$ cat config.mk
export PLATFORM = sky130hd
export DESIGN_NAME = elevation_color_ramp_flat
export DESIGN_NICKNAME = d
export VERILOG_FILES = /design/src/rtl/ecr_pkg.sv /design/src/rtl/ecr_if.sv /design/src/rtl/ecr_front.sv /design/src/rtl/ecr_queue.sv /design/src/rtl/ecr_back.sv /design/src/rtl/elevation_color_ramp.sv /design/src/flat_wrapper.sv
export SDC_FILE = /design/constraint.sdc
export NUM_CORES = 2
export LEC_CHECK = 0
export BUFFER_PORTS_ARGS = -buffer_cell sky130_fd_sc_hd__buf_2
export CAP_MARGIN = 25
export CORE_MARGIN = 10
export CORE_UTILIZATION = 54
export DETAILED_ROUTE_END_ITERATION = 8
export MAX_ROUTING_LAYER = met4
export PLACE_DENSITY = 0.76
export SYNTH_ARGS = -nofsm -noshare
export SYNTH_HDL_FRONTEND = slang
export SYNTH_HIERARCHICAL = 1
export SYNTH_SLANG_ARGS = --single-unit
$ cat constraint.sdc
create_clock -name clk -period 81.2 [get_ports clk]
set_input_delay 16.24 -clock clk [delete_from_list [all_inputs] [get_ports clk]]
set_output_delay 16.24 -clock clk [all_outputs]
set_load 0.005 [all_outputs]
$ cat src/rtl/ecr_pkg.sv
// ----------------------------------------------------------------------------
// ecr_pkg: shared types and constants for the elevation colour ramp
// Field widths, configuration register indices and the queue item format
// passed from the classifier to the interpolation pipeline.
// ----------------------------------------------------------------------------
`timescale 1ns / 1ps
`default_nettype none

package ecr_pkg;

  // Payload widths
  localparam int ELEV_W     = 16;
  localparam int CHAN_W     = 8;
  localparam int COL_W      = 3 * CHAN_W;
  localparam int STOP_W     = ELEV_W + COL_W;
  localparam int T_W        = 16;

  // Ramp size
  localparam int MAX_STOPS  = 6;
  localparam int CNT_W      = 3;

  // Configuration port
  localparam int CFG_IDX_W  = 3;
  localparam int CFG_DATA_W = STOP_W;

  typedef enum logic [CFG_IDX_W-1:0] {
    CFG_STOP_COUNT = 3'd0,
    CFG_STOP_0     = 3'd1,
    CFG_STOP_1     = 3'd2,
    CFG_STOP_2     = 3'd3,
    CFG_STOP_3     = 3'd4,
    CFG_STOP_4     = 3'd5,
    CFG_STOP_5     = 3'd6
  } ecr_cfg_idx_t;

  // Reset ramp: two stops, black at sea level to white at 1000 m
  localparam logic [CNT_W-1:0]  STOP_COUNT_RST = 3'd2;
  localparam logic [STOP_W-1:0] STOP_1_RST     = 40'hFF_FFFF_03E8;

  // Decoupling queue
  localparam int Q_DEPTH = 4;
  localparam int Q_PTR_W = 2;
  localparam int Q_CNT_W = 3;

  // One classified beat: numerator and span of the segment weight and the
  // two end colours. Saturated cases carry num = 0 and span = 1.
  typedef struct packed {
    logic [T_W-1:0]   num;
    logic [T_W-1:0]   span;
    logic [COL_W-1:0] col_lo;
    logic [COL_W-1:0] col_hi;
  } ecr_item_t;

  typedef struct packed {
    logic      valid;
    ecr_item_t item;
  } ecr_q_wr_t;

  typedef struct packed {
    logic               full;
    logic               empty;
    logic [Q_CNT_W-1:0] count;
  } ecr_q_stat_t;

endpackage

`default_nettype wire

$ cat src/rtl/ecr_if.sv
// ----------------------------------------------------------------------------
// ecr_if: stream interfaces for the elevation colour ramp
// Valid/ready channels; a beat moves when valid and ready are both high.
// ----------------------------------------------------------------------------
`timescale 1ns / 1ps
`default_nettype none

interface ecr_in_if;
  logic                               valid;
  logic                               ready;
  logic signed [ecr_pkg::ELEV_W-1:0]  elevation;

  modport source (output valid, output elevation, input ready);
  modport sink   (input valid, input elevation, output ready);
endinterface

interface ecr_out_if;
  logic                        valid;
  logic                        ready;
  logic [ecr_pkg::CHAN_W-1:0]  blue;
  logic [ecr_pkg::CHAN_W-1:0]  green;
  logic [ecr_pkg::CHAN_W-1:0]  red;

  modport source (output valid, output blue, output green, output red, input ready);
  modport sink   (input valid, input blue, input green, input red, output ready);
endinterface

`default_nettype wire

$ cat src/rtl/ecr_front.sv
// ----------------------------------------------------------------------------
// ecr_front: configuration registers and segment classifier
// Holds the ramp, finds the segment for each accepted elevation and pushes
// the weight operands and end colours into the queue in the same cycle.
// ----------------------------------------------------------------------------
`timescale 1ns / 1ps
`default_nettype none

module ecr_front (
  input  wire                              clk,
  input  wire                              rst_n,
  ecr_in_if.sink                           in_ch,
  input  wire                              cfg_we,
  input  wire [ecr_pkg::CFG_IDX_W-1:0]     cfg_index,
  input  wire [ecr_pkg::CFG_DATA_W-1:0]    cfg_data,
  output ecr_pkg::ecr_q_wr_t               q_wr,
  input  wire                              q_full
);

  logic [ecr_pkg::CNT_W-1:0]  stop_count_r;
  logic [ecr_pkg::STOP_W-1:0] stop_r [ecr_pkg::MAX_STOPS];

  // Configuration write port; index beyond the last stop is dropped
  always_ff @(posedge clk) begin
    if (!rst_n) begin
      stop_count_r <= ecr_pkg::STOP_COUNT_RST;
      for (int i = 0; i < ecr_pkg::MAX_STOPS; i++) begin
        stop_r[i] <= '0;
      end
      stop_r[1] <= ecr_pkg::STOP_1_RST;
    end else if (cfg_we) begin
      case (cfg_index)
        ecr_pkg::CFG_STOP_COUNT: stop_count_r <= cfg_data[ecr_pkg::CNT_W-1:0];
        ecr_pkg::CFG_STOP_0:     stop_r[0]    <= cfg_data;
        ecr_pkg::CFG_STOP_1:     stop_r[1]    <= cfg_data;
        ecr_pkg::CFG_STOP_2:     stop_r[2]    <= cfg_data;
        ecr_pkg::CFG_STOP_3:     stop_r[3]    <= cfg_data;
        ecr_pkg::CFG_STOP_4:     stop_r[4]    <= cfg_data;
        ecr_pkg::CFG_STOP_5:     stop_r[5]    <= cfg_data;
        default: ;
      endcase
    end
  end

  logic [ecr_pkg::CNT_W-1:0]           n_eff;
  logic [ecr_pkg::CNT_W-1:0]           last;
  logic signed [ecr_pkg::ELEV_W-1:0]   e;
  logic signed [ecr_pkg::ELEV_W-1:0]   first_e;
  logic signed [ecr_pkg::ELEV_W-1:0]   last_e;
  logic [ecr_pkg::COL_W-1:0]           last_col;
  logic                                seg_hit;
  logic signed [ecr_pkg::ELEV_W-1:0]   seg_lo_e;
  logic signed [ecr_pkg::ELEV_W-1:0]   seg_hi_e;
  logic [ecr_pkg::COL_W-1:0]           seg_col_lo;
  logic [ecr_pkg::COL_W-1:0]           seg_col_hi;
  logic signed [ecr_pkg::ELEV_W:0]     span;
  logic signed [ecr_pkg::ELEV_W:0]     num;
  logic                                interp;
  ecr_pkg::ecr_item_t                  item;

  // Effective stop count is clamped to the supported range
  always_comb begin
    if (stop_count_r < 3'd2) begin
      n_eff = 3'd2;
    end else if (stop_count_r > ecr_pkg::CNT_W'(ecr_pkg::MAX_STOPS)) begin
      n_eff = ecr_pkg::CNT_W'(ecr_pkg::MAX_STOPS);
    end else begin
      n_eff = stop_count_r;
    end
    last = n_eff - 3'd1;
  end

  // Segment search: lowest segment whose upper stop is above e wins
  always_comb begin
    e        = in_ch.elevation;
    first_e  = stop_r[0][ecr_pkg::ELEV_W-1:0];
    last_e   = first_e;
    last_col = stop_r[0][ecr_pkg::STOP_W-1:ecr_pkg::ELEV_W];
    for (int i = 0; i < ecr_pkg::MAX_STOPS; i++) begin
      if (last == ecr_pkg::CNT_W'(i)) begin
        last_e   = stop_r[i][ecr_pkg::ELEV_W-1:0];
        last_col = stop_r[i][ecr_pkg::STOP_W-1:ecr_pkg::ELEV_W];
      end
    end

    seg_hit    = 1'b0;
    seg_lo_e   = first_e;
    seg_hi_e   = first_e;
    seg_col_lo = last_col;
    seg_col_hi = last_col;
    for (int x = ecr_pkg::MAX_STOPS - 2; x >= 0; x--) begin
      if ((ecr_pkg::CNT_W'(x) < last) &&
          (e < $signed(stop_r[x+1][ecr_pkg::ELEV_W-1:0]))) begin
        seg_hit    = 1'b1;
        seg_lo_e   = stop_r[x][ecr_pkg::ELEV_W-1:0];
        seg_hi_e   = stop_r[x+1][ecr_pkg::ELEV_W-1:0];
        seg_col_lo = stop_r[x][ecr_pkg::STOP_W-1:ecr_pkg::ELEV_W];
        seg_col_hi = stop_r[x+1][ecr_pkg::STOP_W-1:ecr_pkg::ELEV_W];
      end
    end
  end

  // Build the queue beat
  always_comb begin
    span   = {seg_hi_e[ecr_pkg::ELEV_W-1], seg_hi_e} - {seg_lo_e[ecr_pkg::ELEV_W-1], seg_lo_e};
    num    = {e[ecr_pkg::ELEV_W-1], e} - {seg_lo_e[ecr_pkg::ELEV_W-1], seg_lo_e};
    interp = 1'b0;
    item.col_lo = last_col;
    item.col_hi = last_col;
    if (e < first_e) begin
      item.col_lo = stop_r[0][ecr_pkg::STOP_W-1:ecr_pkg::ELEV_W];
      item.col_hi = stop_r[0][ecr_pkg::STOP_W-1:ecr_pkg::ELEV_W];
    end else if (e >= last_e) begin
      item.col_lo = last_col;
      item.col_hi = last_col;
    end else if (seg_hit) begin
      item.col_lo = seg_col_lo;
      item.col_hi = seg_col_hi;
      // degenerate span or elevation under the lower stop: weight zero
      interp = !span[ecr_pkg::ELEV_W] && (span != '0) && !num[ecr_pkg::ELEV_W];
    end
    item.num  = interp ? num[ecr_pkg::T_W-1:0]  : '0;
    item.span = interp ? span[ecr_pkg::T_W-1:0] : ecr_pkg::T_W'(1);
  end

  assign in_ch.ready = !q_full;
  assign q_wr.valid  = in_ch.valid;
  assign q_wr.item   = item;

endmodule

`default_nettype wire

$ cat src/rtl/ecr_queue.sv
// ----------------------------------------------------------------------------
// ecr_queue: short decoupling queue between classifier and pipeline
// Four entries; push and pop may happen in the same cycle.
// ----------------------------------------------------------------------------
`timescale 1ns / 1ps
`default_nettype none

module ecr_queue (
  input  wire                       clk,
  input  wire                       rst_n,
  input  ecr_pkg::ecr_q_wr_t        q_wr,
  input  wire                       pop,
  output ecr_pkg::ecr_item_t        head,
  output ecr_pkg::ecr_q_stat_t      stat
);

  ecr_pkg::ecr_item_t               mem_r [ecr_pkg::Q_DEPTH];
  logic [ecr_pkg::Q_PTR_W-1:0]      wr_ptr_r, wr_ptr_nxt;
  logic [ecr_pkg::Q_PTR_W-1:0]      rd_ptr_r, rd_ptr_nxt;
  logic [ecr_pkg::Q_CNT_W-1:0]      count_r, count_nxt;
  logic                             do_push, do_pop;

  assign stat.full  = (count_r == ecr_pkg::Q_CNT_W'(ecr_pkg::Q_DEPTH));
  assign stat.empty = (count_r == '0);
  assign stat.count = count_r;
  assign do_push    = q_wr.valid && !stat.full;
  assign do_pop     = pop && !stat.empty;
  assign head       = mem_r[rd_ptr_r];

  // Pointer and occupancy update
  always_comb begin
    wr_ptr_nxt = do_push ? wr_ptr_r + 1'b1 : wr_ptr_r;
    rd_ptr_nxt = do_pop  ? rd_ptr_r + 1'b1 : rd_ptr_r;
    count_nxt  = count_r;
    if (do_push && !do_pop) begin
      count_nxt = count_r + 1'b1;
    end else if (do_pop && !do_push) begin
      count_nxt = count_r - 1'b1;
    end
  end

  always_ff @(posedge clk) begin
    if (!rst_n) begin
      wr_ptr_r <= '0;
      rd_ptr_r <= '0;
      count_r  <= '0;
    end else begin
      wr_ptr_r <= wr_ptr_nxt;
      rd_ptr_r <= rd_ptr_nxt;
      count_r  <= count_nxt;
    end
  end

  // Storage, no reset needed
  always_ff @(posedge clk) begin
    if (do_push) begin
      mem_r[wr_ptr_r] <= q_wr.item;
    end
  end

endmodule

`default_nettype wire

$ cat src/rtl/ecr_back.sv
// ----------------------------------------------------------------------------
// ecr_back: weight divider, colour blend and output register
// Sixteen restoring division stages, one quotient bit each, then a
// multiply stage and an add into the output register. The whole pipeline
// advances whenever the output register can take a beat.
// ----------------------------------------------------------------------------
`timescale 1ns / 1ps
`default_nettype none

module ecr_back (
  input  wire                        clk,
  input  wire                        rst_n,
  input  ecr_pkg::ecr_item_t         head,
  input  wire                        q_empty,
  output logic                       pop,
  ecr_out_if.source                  out_ch
);

  localparam int NSTG  = ecr_pkg::T_W;
  localparam int PROD_W = ecr_pkg::CHAN_W + 1 + ecr_pkg::T_W + 1;

  typedef struct packed {
    logic [ecr_pkg::T_W-1:0]   rem;
    logic [ecr_pkg::T_W-1:0]   quo;
    logic [ecr_pkg::T_W-1:0]   span;
    logic [ecr_pkg::COL_W-1:0] col_lo;
    logic [ecr_pkg::COL_W-1:0] col_hi;
  } div_stg_t;

  // One restoring step: shift the remainder, subtract the span if it fits
  function automatic div_stg_t div_step(div_stg_t s);
    logic [ecr_pkg::T_W:0] r2;
    logic [ecr_pkg::T_W:0] diff;
    logic                  ge;
    div_stg_t              o;
    r2   = {s.rem, 1'b0};
    diff = r2 - {1'b0, s.span};
    ge   = (r2 >= {1'b0, s.span});
    o        = s;
    o.rem    = ge ? diff[ecr_pkg::T_W-1:0] : r2[ecr_pkg::T_W-1:0];
    o.quo    = {s.quo[ecr_pkg::T_W-2:0], ge};
    return o;
  endfunction

  logic                              adv;
  div_stg_t                          div_r   [NSTG];
  logic [NSTG-1:0]                   div_v_r;
  div_stg_t                          head_stg;
  logic signed [PROD_W-1:0]          prod_r  [3];
  logic [ecr_pkg::COL_W-1:0]         base_r;
  logic                              mul_v_r;
  logic signed [PROD_W-1:0]          prod_nxt [3];
  logic [ecr_pkg::CHAN_W-1:0]        chan_nxt [3];
  logic                              out_v_r;
  logic [ecr_pkg::CHAN_W-1:0]        out_chan_r [3];

  assign adv = !out_v_r || out_ch.ready;
  assign pop = adv && !q_empty;

  always_comb begin
    head_stg.rem    = head.num;
    head_stg.quo    = '0;
    head_stg.span   = head.span;
    head_stg.col_lo = head.col_lo;
    head_stg.col_hi = head.col_hi;
  end

  // Division pipeline
  always_ff @(posedge clk) begin
    if (adv) begin
      div_r[0] <= div_step(head_stg);
      for (int k = 1; k < NSTG; k++) begin
        div_r[k] <= div_step(div_r[k-1]);
      end
    end
  end

  // Blend: a + (b - a) * t / 2^16, product registered per channel
  always_comb begin
    for (int c = 0; c < 3; c++) begin
      prod_nxt[c] = PROD_W'(
          $signed({1'b0, div_r[NSTG-1].col_hi[c*ecr_pkg::CHAN_W +: ecr_pkg::CHAN_W]}) -
          $signed({1'b0, div_r[NSTG-1].col_lo[c*ecr_pkg::CHAN_W +: ecr_pkg::CHAN_W]})) *
          $signed(PROD_W'({1'b0, div_r[NSTG-1].quo}));
    end
  end

  always_ff @(posedge clk) begin
    if (adv) begin
      for (int c = 0; c < 3; c++) begin
        prod_r[c] <= prod_nxt[c];
      end
      base_r <= div_r[NSTG-1].col_lo;
    end
  end

  // Sum of base and scaled difference is never negative; keep the byte
  always_comb begin
    for (int c = 0; c < 3; c++) begin
      chan_nxt[c] = ecr_pkg::CHAN_W'(
          (PROD_W'({base_r[c*ecr_pkg::CHAN_W +: ecr_pkg::CHAN_W], {ecr_pkg::T_W{1'b0}}}) +
           prod_r[c]) >> ecr_pkg::T_W);
    end
  end

  always_ff @(posedge clk) begin
    if (adv) begin
      for (int c = 0; c < 3; c++) begin
        out_chan_r[c] <= chan_nxt[c];
      end
    end
  end

  // Valid bits
  always_ff @(posedge clk) begin
    if (!rst_n) begin
      div_v_r <= '0;
      mul_v_r <= 1'b0;
      out_v_r <= 1'b0;
    end else if (adv) begin
      div_v_r <= {div_v_r[NSTG-2:0], !q_empty};
      mul_v_r <= div_v_r[NSTG-1];
      out_v_r <= mul_v_r;
    end
  end

  assign out_ch.valid = out_v_r;
  assign out_ch.blue  = out_chan_r[0];
  assign out_ch.green = out_chan_r[1];
  assign out_ch.red   = out_chan_r[2];

endmodule

`default_nettype wire

$ cat src/rtl/elevation_color_ramp.sv
// Path: an accepted elevation passes the queue, 16 divider stages, multiply,
//   sum. Throughput: one beat per cycle unless the output stalls; the weight
//   divider is fully pipelined at one quotient bit per stage. A four-beat
//   queue absorbs output stalls.
// Reset (synchronous, rst_n low): two-stop ramp restored, queue and pipeline
//   emptied; no clearing pass.
// ----------------------------------------------------------------------------
// elevation_color_ramp: piecewise linear colour ramp over signed elevation
// Classifier with configuration registers, decoupling queue and an
// interpolation pipeline producing one RGB beat per elevation beat.
// ----------------------------------------------------------------------------
`timescale 1ns / 1ps
`default_nettype none

module elevation_color_ramp (
  input  wire                            clk,
  input  wire                            rst_n,
  ecr_in_if.sink                         in_ch,
  ecr_out_if.source                      out_ch,
  input  wire                            cfg_we,
  input  wire [ecr_pkg::CFG_IDX_W-1:0]   cfg_index,
  input  wire [ecr_pkg::CFG_DATA_W-1:0]  cfg_data
);

  ecr_pkg::ecr_q_wr_t    q_wr;
  ecr_pkg::ecr_q_stat_t  q_stat;
  ecr_pkg::ecr_item_t    q_head;
  logic                  q_pop;

  ecr_front u_front (
    .clk       (clk),
    .rst_n     (rst_n),
    .in_ch     (in_ch),
    .cfg_we    (cfg_we),
    .cfg_index (cfg_index),
    .cfg_data  (cfg_data),
    .q_wr      (q_wr),
    .q_full    (q_stat.full)
  );

  ecr_queue u_queue (
    .clk   (clk),
    .rst_n (rst_n),
    .q_wr  (q_wr),
    .pop   (q_pop),
    .head  (q_head),
    .stat  (q_stat)
  );

  ecr_back u_back (
    .clk     (clk),
    .rst_n   (rst_n),
    .head    (q_head),
    .q_empty (q_stat.empty),
    .pop     (q_pop),
    .out_ch  (out_ch)
  );

  // An accepted beat is in the queue at the next edge
  a_push_lands: assert property (@(posedge clk) disable iff (!rst_n)
    in_ch.valid && in_ch.ready |=> q_stat.count != '0)
    else $error("accepted beat missing from queue");

  // A stalled output must freeze the pipeline, so nothing leaves the queue
  a_stall_no_pop: assert property (@(posedge clk) disable iff (!rst_n)
    out_ch.valid && !out_ch.ready |-> !q_pop)
    else $error("queue popped while output stalled");

  // Occupancy never passes the depth
  a_q_bound: assert property (@(posedge clk) disable iff (!rst_n)
    q_stat.count <= ecr_pkg::Q_CNT_W'(ecr_pkg::Q_DEPTH))
    else $error("queue overflow");

endmodule

`default_nettype wire
$ cat src/flat_wrapper.sv
// flat-port wrapper written by rule: the top's interface ports become plain ports
module elevation_color_ramp_flat 
  (clk, rst_n, cfg_we, cfg_index, cfg_data, in_ch_valid, in_ch_elevation, in_ch_ready, out_ch_valid, out_ch_blue, out_ch_green, out_ch_red, out_ch_ready);
  ecr_in_if in_ch_i ();
  ecr_out_if out_ch_i ();
  input  wire clk;
  input  wire rst_n;
  input  wire cfg_we;
  input  wire [ecr_pkg::CFG_IDX_W-1:0] cfg_index;
  input  wire [ecr_pkg::CFG_DATA_W-1:0] cfg_data;
  input wire logic [$bits(in_ch_i.valid)-1:0] in_ch_valid;
  input wire logic [$bits(in_ch_i.elevation)-1:0] in_ch_elevation;
  output wire logic [$bits(in_ch_i.ready)-1:0] in_ch_ready;
  output wire logic [$bits(out_ch_i.valid)-1:0] out_ch_valid;
  output wire logic [$bits(out_ch_i.blue)-1:0] out_ch_blue;
  output wire logic [$bits(out_ch_i.green)-1:0] out_ch_green;
  output wire logic [$bits(out_ch_i.red)-1:0] out_ch_red;
  input wire logic [$bits(out_ch_i.ready)-1:0] out_ch_ready;
  assign in_ch_i.valid = in_ch_valid;
  assign in_ch_i.elevation = in_ch_elevation;
  assign in_ch_ready = in_ch_i.ready;
  assign out_ch_valid = out_ch_i.valid;
  assign out_ch_blue = out_ch_i.blue;
  assign out_ch_green = out_ch_i.green;
  assign out_ch_red = out_ch_i.red;
  assign out_ch_i.ready = out_ch_ready;
  elevation_color_ramp u_core (.clk(clk), .rst_n(rst_n), .in_ch(in_ch_i), .out_ch(out_ch_i), .cfg_we(cfg_we), .cfg_index(cfg_index), .cfg_data(cfg_data));
endmodule
==> results summary <==
Using the TritonRoute via totals, the vias-per-cell ratio works out to just under 6. TritonCTS built the clock tree. The top fanout value on the critical path came out at 80. The minimum clock period after layout came out at about 22,000 ps. The slowest stage of the critical path belongs to the cell and4_1. The number of I/O pins came out at 90. The launching element type of the critical path is a primary input. The area growth from synthesis to layout came out at 9.78%. The die covers approximately 0.22 mm2.

The core area came out at roughly 0.20 mm2. Setup repair after global routing left no endpoint under its margin. The detailed-routing iteration count for the pre-antenna-repair pass came out at 8. In this run, post-CTS hold repair placed 0 buffers. The pin count of the biggest net entering global routing came out at roughly 200. The filler cell count came out at 14,800. The fraction of layout cells with a size suffix above 1 came out at about 10%. The clock sink count came out at slightly above 2,000. The die span in x came out at ~470 um. The worst setup path is captured at a flop. The number of warning messages in the yosys log came out at 6. The run finished with clean final reports. On the final layout, the worst hold slack is 386 ps.

Derived from the worst setup path, the maximum achievable clock frequency is around 0.045 GHz. The number of buffers inserted during clock tree synthesis came out at between 200 and 250. The vertical die dimension came out at roughly 470 um. The tree is rooted in a clkbuf_16. The synthesized flop and latch total came out at 2,046.

The required time of the critical path is slightly above 80,000 ps. In this run the most critical hold path is launched from u_core/u_back/div_r[1][600]. The critical path in this run is classified as primary input to flop. The total half-perimeter wirelength after legalization and detailed placement came out at 158 mm. The number of hold violations in the final report is 0. Routed signal wires occupy layers up through met4. Traced cell by cell, the critical path runs through buf_2 > ha_1 > nand4_1 > a211oi_2 > a32oi_2 > a21oi_4 > buf_4 > nand2_1 > a311o_1 > a21oi_1 > a21oi_1 > o21ai_0 > ha_1 > a31oi_1 > o22ai_1 > nand4b_1 > nor4_1 > and4_1 > nor2_1. No sink is reached through more buffers than the 3 on the longest clock path. The most frequent standard cell in the layout excluding fill and tap cells is edfxtp_1. The routability-driven placement congestion ratio came out at 0.920.

The core utilization of the finished layout is between 50% and 60%. The startpoint identified for the worst register-to-register timing path is u_core/u_front/stop_count_r[2]. The count of input and output buffers came out at around 90.

The number of remaining DRC errors is 0. Clock skew on the completed layout was measured at about 55 ps. The post-cts gate resize count is 0. Synthesis produced a netlist whose cell count is 8,235. For the pin with the worst max-slew slack, the measured transition is 1070 ps. Clock latency on the worst-skew pair, taken at its later pin, is 850 ps.

The final period utilization came out at a little over a quarter. The worst max-slew margin expressed relative to the limit came out at 28.9%. At the worst endpoint, the arrival time is about 23,000 ps. The initial utilization of the core area, before any placement, comes to 54.3%. The number of nets with antenna violations after routing is 0. The final net count came out at between 9,000 and 10,000. The H-tree was split into 4 levels. The number of distinct library cells after synthesis came out at 118. The initial antenna violation count is 6.

The worst stage delay on the critical path is between 800 and 900 ps. The synthesized area per cell is 13.0 um2. The number of global-route vias before repair was 67,400. The count of endpoints failing setup in the final report is 0. The mapped cell area came out at around 0.11 mm2. The count of pins over their slew limit came out at 0. Of the synthesized area, sequential elements account for between 50% and 60%. The first routing iteration left 5,945 violations. The number of nets in the synthesized netlist is between 9,000 and 10,000.

The tool flagged a number of max-cap violations equal to 0. The worst hold path belongs to the class flop to flop. The initialized floorplan defines between 150 and 200 standard-cell rows.

Post-CTS timing repair inserted 0 buffers for setup. The routed design has roughly 240 mm of wire. The number of flops mapped to enable cells by yosys came out at 2,016. Summed over all layers, the global routing overflow is 0. Dividing the detail-routed wire length by the instance count gives approximately 22 um.

Of all flip-flops after synthesis, the portion carrying an async set or reset was 0%. The first-pass GRT wire length came out at between 300 and 400 mm. The total routing usage reported by global routing came out at between 20% and 30%. The sum of routed wire segments on met1 came out at 94.8 mm. In the synthesized netlist the dominant register cell turns out to be edfxtp_1. The clock-pin transition on the worst setup and hold timing paths is about 60 ps.

The library cells used most frequently in the layout, excluding fill and tap cells, are edfxtp_1, inv_1, ha_1. The launching element of the worst setup path is in_ch_elevation[15]. The detailed-routed wire length on met3 came out at roughly 14 mm. The routed layout has approximately 66,000 vias. The length of routed met2 wiring came out at 124 mm. The accumulated negative setup slack came out at 0 ps.
==> state kept, by name, indices dropped and copies added, names as in the netlist, 2 cells and up, named ones only <==
signal and count:
u_core/u_back/div_v_r 16, u_core/u_queue/count_r 3, u_core/u_front/stop_r 240, u_core/u_back/div_r 1384, u_core/u_queue/mem_r 320, u_core/u_front/stop_count_r 3
u_core/u_back/prod_r 24, u_core/u_queue/wr_ptr_r 2, u_core/u_back/out_chan_r 24, u_core/u_queue/rd_ptr_r 2, u_core/u_back/base_r 24
==> final timing paths <==
check                                endpoint  slack [ps]  depth (start not counted)
hold reg to reg   u_core/u_back/div_r[1][696]         390                          0
setup reg to reg  u_core/u_queue/mem_r[3][77]       73120                         22
setup / recovery  u_core/u_queue/mem_r[1][75]       59020                         19
hold / removal    u_core/u_back/div_r[1][696]         390                          0
==> logic make-up (layout without fill, tap and decap cells) <==
kind of cell / count (synthesis) / count (layout) / share of synthesized area, %
and+or+nand+nor: 2149 / 2149 / 10.1
DFF: 2046 / 2046 / 57.1
AOI/OAI and AO/OA: 1567 / 1567 / 9.94
buffers and inverters: 1013 / 1301 / 3.82
adders and majority gates: 927 / 927 / 13.1
muxes: 291 / 291 / 3.93
xor gates and xnor gates: 242 / 242 / 1.99
other: 0 / 9 / 0
==> through the flow <==
| stage | std cells | instance area (um2) | worst slack, ps |
|---|---|---|---|
| after floorplan | 8235 | 107000 | 23130 |
| after global placement | 10800 | 110000 | 57970 |
| after detailed placement | 10800 | 110000 | 57970 |
| after CTS | 11200 | 117000 | 58790 |
| after global routing | 11200 | 117000 | 58610 |
| final | 11200 | 117000 | 59020 |
==> final cells by class <==
class	count	area (um2)	share of cell area [%]
tap	2640	3300	2.81
multi-input combinational	5176	42100	35.8
timing repair buffer	197	1460	1.24
clock inverter	133	1470	1.25
antenna	9	22.5	0.0192
inverter	725	2730	2.32
clock buffer	246	5280	4.50
sequential	2046	61100	52.1
==> worst max-delay path, delay by kind of cell <==
kind / cells / cell delay (ps)
compound gates: 9 / 2470
simple gates: 6 / 2050
buf+inv: 2 / 1060
fa+ha+maj: 2 / 830
==> synthesized netlist by cell type, types with 56 or more instances <==
cell / instances / area (um2)
a211oi_1: 75 / 563
a21o_1: 94 / 706
a21oi_1: 427 / 2140
and2_1: 451 / 2820
clkbuf_1: 221 / 830
edfxtp_1: 2016 / 60500
fa_1: 316 / 6330
ha_1: 610 / 7630
inv_1: 722 / 2710
mux2_2: 100 / 1130
mux2i_1: 77 / 771
mux4_2: 80 / 1800
nand2_1: 583 / 2190
nand2b_1: 153 / 957
nand3_1: 77 / 385
nand4_1: 56 / 350
nor2_1: 464 / 1740
nor2b_1: 66 / 413
nor3_1: 100 / 500
o211ai_1: 99 / 743
o21a_1: 90 / 676
o21ai_0: 331 / 1660
xnor2_1: 162 / 1420
xor2_1: 79 / 692
==> metal layers <==
layer  GRT usage (%)  up-vias
met3            3.58      547
met2            38.7     2356
met5               -        -
li1                -    30200
met1            26.7    32400
met4            7.51        0
Power is left out: the tool's default activity adds up to more than one toggle a clock period on the data nets, which glitch-free logic cannot reach.
